==> config.mk <==
export PLATFORM = sky130hd
export DESIGN_NAME = hdlc_tx_bit_stuffer_crc_core
export DESIGN_NICKNAME = d
export VERILOG_FILES = /design/src/rtl/htx_pkg.sv /design/src/rtl/hdlc_tx_bit_stuffer_crc_core.sv /design/src/rtl/htx_out_q.sv
export SDC_FILE = /design/constraint.sdc
export NUM_CORES = 1
export LEC_CHECK = 0
export BUFFER_PORTS_ARGS = -buffer_cell sky130_fd_sc_hd__clkbuf_2
export CAP_MARGIN = 10
export CORE_MARGIN = 3
export CORE_UTILIZATION = 50
export DETAILED_ROUTE_END_ITERATION = 10
export GPL_ROUTABILITY_DRIVEN = 0
export GPL_TIMING_DRIVEN = 1
export PLACE_DENSITY = 0.67
export SETUP_SLACK_MARGIN = 0.02
export SLEW_MARGIN = 0
export SYNTH_ARGS = -nofsm -noshare
export SYNTH_HDL_FRONTEND = slang
export SYNTH_SLANG_ARGS = --single-unit
==> constraint.sdc <==
create_clock -name clk -period 12.8 [get_ports clk]
set_input_delay 1.28 -clock clk [delete_from_list [all_inputs] [get_ports clk]]
set_output_delay 1.28 -clock clk [all_outputs]
set_load 0.02 [all_outputs]
==> src/rtl/htx_pkg.sv <==
// Package for the HDLC transmit bit stuffer with CRC-16.
// Holds the item types, the codes and the byte stepping function.
// Depends on nothing; used by htx_out_q and hdlc_tx_bit_stuffer_crc_core.
`timescale 1ns / 1ps

package htx_pkg;

  typedef enum logic [1:0] {
    KIND_RAW  = 2'd0,
    KIND_DATA = 2'd1,
    KIND_END  = 2'd2,
    KIND_SEED = 2'd3
  } kind_t;

  localparam logic CFG_CRC_POLY = 1'b0;
  localparam logic CFG_CRC_SEED = 1'b1;

  localparam logic [15:0] CRC_POLY_RESET = 16'h8408;
  localparam logic [15:0] CRC_SEED_RESET = 16'hFFFF;
  localparam logic [2:0]  STUFF_LIMIT    = 3'd5;

  typedef struct packed {
    kind_t       kind;
    logic [7:0]  data_byte;
  } src_item_t;

  typedef struct packed {
    logic [9:0]  line_bits;
    logic [3:0]  bit_count;
    logic        last;
  } res_item_t;

  typedef struct packed {
    logic [15:0] crc;
    logic [2:0]  run;
    logic [9:0]  bits;
    logic [3:0]  count;
  } step_t;

  // Sends one byte LSB first. Data bytes step the reflected CRC and get a
  // zero inserted after five ones in a row; raw bytes do neither.
  function automatic step_t htx_emit_byte(input logic [15:0] crc,
                                          input logic [2:0]  run,
                                          input logic [7:0]  byte_in,
                                          input logic        is_data,
                                          input logic [15:0] poly);
    logic [15:0] c;
    logic [2:0]  r;
    logic [9:0]  b;
    logic [3:0]  n;
    logic        bi;
    logic        fb;
    step_t       s;
    c = crc;
    r = run;
    b = '0;
    n = '0;
    for (int i = 0; i < 8; i++) begin
      bi = byte_in[i];
      if (!is_data) begin
        r = '0;
      end else begin
        fb = c[0] ^ bi;
        c  = {1'b0, c[15:1]};
        if (fb) begin
          c = c ^ poly;
        end
      end
      if (!bi) begin
        r = '0;
        n = n + 4'd1;
      end else begin
        b[n] = 1'b1;
        n = n + 4'd1;
        r = r + 3'd1;
        if (r >= STUFF_LIMIT) begin
          r = '0;
          n = n + 4'd1;
        end
      end
    end
    s.crc   = c;
    s.run   = r;
    s.bits  = b;
    s.count = n;
    return s;
  endfunction

endpackage

==> src/rtl/hdlc_tx_bit_stuffer_crc_core.sv <==
// Top level of the HDLC transmit bit stuffer with reflected CRC-16.
// Depends on htx_pkg and htx_out_q.
//
// Raw, data and reseed items are taken one per clock cycle; each raw or data
// item yields one result of 8 to 10 line bits, and a reseed item yields none.
// An end item is handled in two steps: the first sends the inverted low CRC
// byte, the second sends the high byte, held from the moment the item was
// taken, through the same byte stepping logic while the input is stalled.
// Results go through a two-entry queue, so a new item is taken while one
// result waits; apart from the pending high byte of an end item, the input
// stalls only when that queue is full.
`timescale 1ns / 1ps

module hdlc_tx_bit_stuffer_crc_core (
  input  logic                clk,
  input  logic                rst,
  input  logic                src_valid,
  output logic                src_stall,
  input  htx_pkg::src_item_t  src_item,
  output logic                res_valid,
  input  logic                res_stall,
  output htx_pkg::res_item_t  res_item,
  input  logic                cfg_we,
  input  logic                cfg_index,
  input  logic [15:0]         cfg_data
);
  import htx_pkg::*;

  logic [15:0] crc_poly;
  logic [15:0] crc_seed;
  logic [15:0] crc_reg;
  logic [2:0]  ones_run;
  logic        pend_hi;
  logic [7:0]  hi_byte;

  logic        q_full;
  logic        src_accept;
  logic        push;
  logic [7:0]  sel_byte;
  logic        sel_data;
  logic        sel_last;
  step_t       step;
  res_item_t   step_item;

  assign src_stall  = pend_hi | q_full;
  assign src_accept = src_valid & ~src_stall;

  always_comb begin
    if (pend_hi) begin
      sel_byte = hi_byte;
      sel_data = 1'b1;
      sel_last = 1'b1;
    end else if (src_item.kind == KIND_END) begin
      sel_byte = ~crc_reg[7:0];
      sel_data = 1'b1;
      sel_last = 1'b0;
    end else begin
      sel_byte = src_item.data_byte;
      sel_data = (src_item.kind == KIND_DATA);
      sel_last = 1'b1;
    end
  end

  assign step = htx_emit_byte(crc_reg, ones_run, sel_byte, sel_data, crc_poly);

  assign push = pend_hi ? ~q_full : (src_accept & (src_item.kind != KIND_SEED));

  always_comb begin
    step_item.line_bits = step.bits;
    step_item.bit_count = step.count;
    step_item.last      = sel_last;
  end

  always_ff @(posedge clk) begin
    if (rst) begin
      crc_poly <= CRC_POLY_RESET;
      crc_seed <= CRC_SEED_RESET;
    end else if (cfg_we) begin
      case (cfg_index)
        CFG_CRC_POLY: crc_poly <= cfg_data;
        CFG_CRC_SEED: crc_seed <= cfg_data;
        default: begin
        end
      endcase
    end
  end

  always_ff @(posedge clk) begin
    if (rst) begin
      crc_reg  <= CRC_SEED_RESET;
      ones_run <= 3'd0;
      pend_hi  <= 1'b0;
    end else begin
      if (push) begin
        crc_reg  <= step.crc;
        ones_run <= step.run;
      end else if (src_accept && src_item.kind == KIND_SEED) begin
        crc_reg <= crc_seed;
      end
      if (src_accept && src_item.kind == KIND_END) begin
        pend_hi <= 1'b1;
      end else if (pend_hi && push) begin
        pend_hi <= 1'b0;
      end
    end
  end

  always_ff @(posedge clk) begin
    if (src_accept && src_item.kind == KIND_END) begin
      hi_byte <= ~crc_reg[15:8];
    end
  end

  htx_out_q u_out_q (
    .clk       (clk),
    .rst       (rst),
    .push      (push),
    .din       (step_item),
    .full      (q_full),
    .res_valid (res_valid),
    .res_stall (res_stall),
    .res_item  (res_item)
  );

`ifndef SYNTH
  a_end_sets_pending: assert property (@(posedge clk) disable iff (rst)
    (src_accept && src_item.kind == KIND_END) |=> pend_hi)
    else $error("end item did not schedule the high CRC byte");

  a_seed_loads_crc: assert property (@(posedge clk) disable iff (rst)
    (src_accept && src_item.kind == KIND_SEED) |=> crc_reg == $past(crc_seed))
    else $error("reseed item did not load the CRC register");

  a_count_range: assert property (@(posedge clk) disable iff (rst)
    res_valid |-> (res_item.bit_count == 4'd8 || res_item.bit_count == 4'd9 ||
                   res_item.bit_count == 4'd10))
    else $error("result bit count out of range");

  a_run_below_limit: assert property (@(posedge clk) disable iff (rst)
    ones_run < STUFF_LIMIT)
    else $error("ones run reached the stuffing limit");
`endif

endmodule

==> src/rtl/htx_out_q.sv <==
// Two-entry result queue for the HDLC transmit bit stuffer.
// Holds finished result items so the input side keeps moving while one waits.
// Depends on htx_pkg.
`timescale 1ns / 1ps

module htx_out_q (
  input  logic                clk,
  input  logic                rst,
  input  logic                push,
  input  htx_pkg::res_item_t  din,
  output logic                full,
  output logic                res_valid,
  input  logic                res_stall,
  output htx_pkg::res_item_t  res_item
);
  import htx_pkg::*;

  res_item_t   q0;
  res_item_t   q1;
  logic [1:0]  level;
  logic [1:0]  level_next;
  logic        pop;

  assign pop       = res_valid & ~res_stall;
  assign res_valid = (level != 2'd0);
  assign full      = (level == 2'd2);
  assign res_item  = q0;

  always_comb begin
    level_next = level;
    case ({push, pop})
      2'b10:   level_next = level + 2'd1;
      2'b01:   level_next = level - 2'd1;
      default: level_next = level;
    endcase
  end

  always_ff @(posedge clk) begin
    if (rst) begin
      level <= 2'd0;
    end else begin
      level <= level_next;
    end
  end

  always_ff @(posedge clk) begin
    case ({push, pop})
      2'b11: begin
        if (level == 2'd1) begin
          q0 <= din;
        end else begin
          q0 <= q1;
          q1 <= din;
        end
      end
      2'b10: begin
        if (level == 2'd0) begin
          q0 <= din;
        end else begin
          q1 <= din;
        end
      end
      2'b01: begin
        q0 <= q1;
      end
      default: begin
      end
    endcase
  end

`ifndef SYNTH
  a_no_push_when_full: assert property (@(posedge clk) disable iff (rst)
    full |-> !push)
    else $error("item pushed into a full result queue");

  a_level_range: assert property (@(posedge clk) disable iff (rst)
    level != 2'd3)
    else $error("result queue level out of range");

  a_push_shows_valid: assert property (@(posedge clk) disable iff (rst)
    push |=> res_valid)
    else $error("pushed item not visible at the output");
`endif

endmodule

## After elaboration in Yosys (flattened, before gate mapping)

Cells that the tools add are included.

| cells by class | value |
|---|---|
| reduce and logical (&&, ||, !) cells | 21 |
| $add $sub $neg | 24 |
| eq/ne operators | 12 |
| $lt $le $gt $ge | 22 |
| bitwise logic cells | 33 |
| muxes and demuxes | 96 |

Operators with widths:

| cell | count |
|---|---|
| $mux 16 | 18 |
| $xor 15x16->16 | 8 |
| $mux 3 | 24 |
| $mux 10 | 7 |
| $mux 15 | 4 |
| $or 10x10->10 | 6 |
| $add 4x1->4 const B | 14 |
| $mux 4 | 14 |
| $pmux 15 s3 | 1 |
| $lt 4x5->1 const B | 7 |
| $pmux 15 s2 | 1 |
| $demux 1 s4 | 7 |
| $ge 4x1->1 const B | 7 |
| $add 3x1->3 const B | 8 |
| $ge 3x3->1 const B | 8 |
| $mux 8 | 2 |
| $not 8->8 | 2 |
| $mux 1 | 15 |
| $eq 2x2->1 const B | 5 |
| $logic_and 1x1->1 | 10 |
| $or 1x10->10 | 1 |
| $reduce_bool 2->1 | 5 |
| $xor 1x1->1 | 8 |
| $eq 2x1->1 const B | 3 |
| 13 further kinds | 23 |

| word-level totals | value |
|---|---|
| word-level logic and storage cells | 221 |
| bits in registers | 92 |
| output and inout port bits | 17 |

## Depth between registers and ports, before layout

| depth | value |
|---|---|
| word-level depth | 46 |
| depth in mapped cells | 57 |
| mapped depth without buffers | 51 |

## Hierarchy

From an unflattened synthesis, not the netlist that was laid out.

| unflattened totals | value |
|---|---|
| cell total of the unflattened synthesis | 1,148 |
| area total of the unflattened synthesis | 9,233.9 µm² |

Modules (own cells, without submodules):

| module | sequential area each (µm²) | cells each | instances | area each (µm²) |
|---|---|---|---|---|
| hdlc_tx_bit_stuffer_crc_core | 1,281.2 | 1,036 | 1 | 7,599.8 |
| htx_out_q | 940.9 | 112 | 1 | 1,634.1 |

## Least setup slack after synthesis

No wires, ideal clock.

| path | value |
|---|---|
| kind | input to register |
| start | input src_item[8] (netlist name) |
| end | register u_out_q.q0 (netlist bit u_out_q.res_item[4]) (data pin) |
| setup slack | 2,452 ps |
| stages | 53 |
| path buffers | 6 |
| arrival | 10,077 ps |
| cell sequence | inv_1 -> ha_1 -> nand2b_1 -> clkbuf_1 -> clkbuf_1 -> clkbuf_1 -> and2_1 -> ha_1 -> xor2_1 -> a21oi_1 -> nand2b_2 -> inv_2 -> buf_4 -> ha_1 -> xor2_1 -> buf_2 -> nor2_1 -> nand2_1 -> (+17 left out) -> ha_1 -> nand3_1 -> or4_1 -> nor4_1 -> a31o_2 -> a31o_2 -> inv_1 -> ha_1 -> nor2_1 -> a211o_1 -> xnor2_1 -> inv_1 -> ha_1 -> nor2_1 -> a32oi_1 -> xnor2_1 -> a221oi_1 -> a21oi_1 |

RTL lines:

| what | line | RTL |
|---|---|---|
| from (decl) | hdlc_tx_bit_stuffer_crc_core.sv:19 | `input htx_pkg::src_item_t src_item,` |
| to (signal assigned) | htx_out_q.sv:50 | `q0 <= din;` |
| to (signal assigned) | htx_out_q.sv:52 | `q0 <= q1;` |
| to (signal assigned) | htx_out_q.sv:58 | `q0 <= din;` |
| to (decl) | htx_out_q.sv:18 | `res_item_t q0;` |

==> key figures <==
Run status
  • Status: finished clean

Clock network
  • Clk slew on worst S/H paths: 0.07 ns
  • # hold bufs at CTS: 0
  • Worst-Skew Late Latency: 0.34 ns
  • Num CTS Buffers: 9
  • H-tree Lvls: 3
  • CTS resizes: 0
  • Clock buffer depth: 2
  • Postcts setup bufs: 0
  • CTS Root Cell: clkbuf_16
  • CTS tree: done
  • Clock sinks: 92

Synthesis
  • Yosys top cell by area: edfxtp_1
  • Post-synthesis sequential area ratio: 23.6%
  • Synthesized area: 9420 um^2
  • Synth cell types: 91
  • YS warnings: 0
  • Area contributors post-synth: edfxtp_1, dfxtp_1, xnor2_1
  • Combinational family with the most area after synthesis: simple AND/OR/NAND/NOR gates
  • Asr flop ratio synth: 0%
  • Simple-Gate Fraction of Synth Area: 24.5%
  • Post-Synth XOR/XNOR Area: 16.7%
  • EDFF count, synth: 38
  • Mapped Nets: 1,271
  • Mean Syn Cell Area: 7.91 um^2
  • Synth Area in Adders: 6.37%
  • Most used DFF post-synth: dfxtp_1
  • Mux contribution to synthesized area: 1.62%
  • Top cell type's share of synthesized area: 12.1%
  • Synthesis-stage register bit count: 92
  • Compound-cell area share of the yosys netlist: 20.9%
  • Synth Instances: 1,191

Worst setup path
  • Setup crit start kind: input pin
  • FF-to-FF Start: pend_hi
  • Worst Path Arrival: 10.37 ns
  • CP endpoint kind: flop
  • CP Data Required Time: 12.89 ns
  • Crit Reg-Reg Endpoint: u_out_q.res_item[8]
  • R2R Setup Slk: 3.57 ns
  • Worst-path fanout max: 25
  • Critical Path End: u_out_q.res_item[8]
  • Slowest stage cell, crit path: a2111oi_0
  • Critical path origin: src_item[8]
  • Critical path class: in -> reg
  • Critical Path Max Stage Delay: 0.53 ns
  • R2R depth: 45
  • Crit path top cell by count: ha_1

Final layout
  • Area growth, synth to finish: 6.80%
  • Fill cells: 1,690
  • Layout cells sized above 1: 11.0%
  • Diodes inserted: 0
  • Fin nets: 1,268

Floorplan
  • Core area: 18,200 um^2
  • Initial Util: 51.7%
  • # rows: 49
  • DIE WIDTH: 143 um
  • Die Area: 20,500 um^2
  • Num ports: 49
  • Die Span Y: 143 um

Drt
  • Post-DR vias/cell: 6.11
  • Total number of vias: 8,685
  • DRC: 0
  • Final wirelength: 25.7 mm
  • DRT iter0 DRCs: 657
  • WL per Instance: 18.0 um
  • Post-DRT Antenna Nets: 0
  • First-pass iteration count of the detailed router: 5

STA
  • Fin Clk Skew: 0.00765 ns
  • Final Max Slew Viols: 0
  • Worst slew pin tran: 1.14 ns
  • Minimum clock period: 10.28 ns
  • Slew headroom: 22.7%
  • Fin crit share: 80.3%
  • FMAX: 97.3 MHz
  • WHS: 0.458 ns
  • Sum Neg Setup Slack: 0 ns
  • RSZ-0062 raised after global routing: no
  • Final setup violation count: 0
  • Fin. Hold Viols: 0

Power and ir drop
  • Net switching power: 0.000694 W
  • Leak: 4.08 nW
  • Pint: 0.000942 W
  • Reg power frac: 26.1%
  • Clock power frac: 16.6%
  • VDD IR max: 86.8 uV
  • Sw Ratio: 42.4%
  • Comb pwr share: 57.3%
  • Cell Pwr Density: 163 nW/um^2

Run
  • Max-cap violations: 0

Global routing
  • Vias in the first global route: 8,153
  • Gr usage total: 24.7%
  • Antenna violations before repair: 0
  • Largest net degree at the start of global routing: 55
  • First-pass GRT wire length: 41.0 mm
  • Grt total ovfl: 0

Place
  • Final HPWL DP: 18.9 mm
  • IO buf count: 48

Hold path
  • Worst Hold Class: reg -> reg
[cell families after synthesis]
group                    Yosys count
adder cells (fa/ha/maj)           48
AND/OR/NAND/NOR                  467
multiplexers                      15
XOR/XNOR                         143
AO/OA/AOI/OAI                    279
buffers and inverters            147
flip-flops                        92
[layer usage]
metal / global-route usage [%] / vias up / part of all wire, % / routed length, um
li1: - / 4240 / - / -
met1: 31.9 / 4108 / 43 / 11000
met2: 41.4 / 272 / 48 / 12300
met3: 3.11 / 65 / 5.2 / 1320
met4: 11.0 / 0 / 4.1 / 1060
met5: 0 / - / 0 / 0
[synth_stat cells (all sizes together), types with 5 or more instances]
library cell / number
and3: 20
nand3: 54
or2: 6
o31ai: 5
xnor3: 20
dfxtp: 54
a211o: 21
nand2b: 14
buf: 18
o21a: 8
mux2i: 13
nor2b: 15
a31oi: 37
and2: 11
o2111ai: 5
a21o: 5
a21oi: 43
nor3: 21
a31o: 9
a211oi: 8
inv: 68
nor2: 58
or3: 9
o21ai: 73
nor4b: 5
edfxtp: 38
ha: 48
clkbuf: 59
xnor2: 106
xor2: 17
o211ai: 5
nand2: 203
nand4: 22
a221oi: 22
nor4: 7
[critical path: cells and delay by family]
family | cells | cell delay (ns)
compound gates | 10 | 2.42
xor+xnor | 3 | 0.58
fa+ha+maj | 8 | 2.14
buf+inv | 10 | 1.22
simple gates | 17 | 2.71
[cell usage in the layout, fill, tap and decap left out, types with 8 or more instances in the layout]
cell type  instances
clkbuf_16         10
o21ai_0           48
nand2b_1          13
ha_1              48
o21a_1             8
dfxtp_1           54
xnor3_1           20
a21oi_1           42
clkbuf_2          48
a31o_2             8
o21ai_1           24
nor2_1            57
xor2_1            15
nand2_1          203
nand3_1           53
a221oi_1          20
and3_1            20
xnor2_1          101
buf_4             15
nand4_1           22
or3_1              8
mux2i_1           11
nor3_1            19
edfxtp_1          38
a211o_1           21
inv_1             66
a31oi_1           35
nor2b_1           14
[cell type report]
type	instances	area (um^2)	area share [%]
tap	229	287	2.85
inverter	70	263	2.61
clock inverter	4	27.5	0.274
timing repair buffer	63	353	3.51
sequential	92	2220	22.1
clock buffer	12	278	2.76
multi-input combinational	952	6630	65.9
[how the worst min path moves through the flow]
stage            startpoint      endpoint  slack [ns]  depth (start not counted)
6_report       crc_seed[15]  crc_seed[15]        0.46                          1
5_1_grt        crc_seed[15]  crc_seed[15]        0.48                          1
4_1_cts        crc_seed[15]  crc_seed[15]        0.46                          1
3_5_place_dp   crc_seed[15]  crc_seed[15]        0.44                          1
3_3_place_gp   crc_seed[15]  crc_seed[15]        0.44                          1
2_1_floorplan  crc_seed[15]  crc_seed[15]        0.43                          1
[per-stage QoR]
stage | power [W] | setup slack (ns) | util [%] | cells | cell area [um^2]
after floorplan | 0.00116 | 2.45 | - | 1191 | 9420
after global placement | 0.00135 | 2.62 | 53.6 | 1406 | 9760
after detailed placement | 0.00136 | 2.27 | 53.6 | 1406 | 9760
after CTS | 0.00163 | 2.61 | 55.3 | 1422 | 10100
after global routing | 0.00174 | 1.54 | 55.3 | 1422 | 10100
final | 0.00164 | 2.52 | 55.3 | 1422 | 10100
[power by group through the flow]
stage	registers, W	clock network, W	logic (W)
6_report	0.000428	0.000271	0.000937
5_1_grt	0.000434	0.000284	0.00102
4_1_cts	0.000428	0.000274	0.000933
3_5_place_dp	0.000434	0	0.000926
3_3_place_gp	0.000433	0	0.000921
2_1_floorplan	0.000449	0	0.000715
No activity file was read; power rests on OpenSTA's default activity.
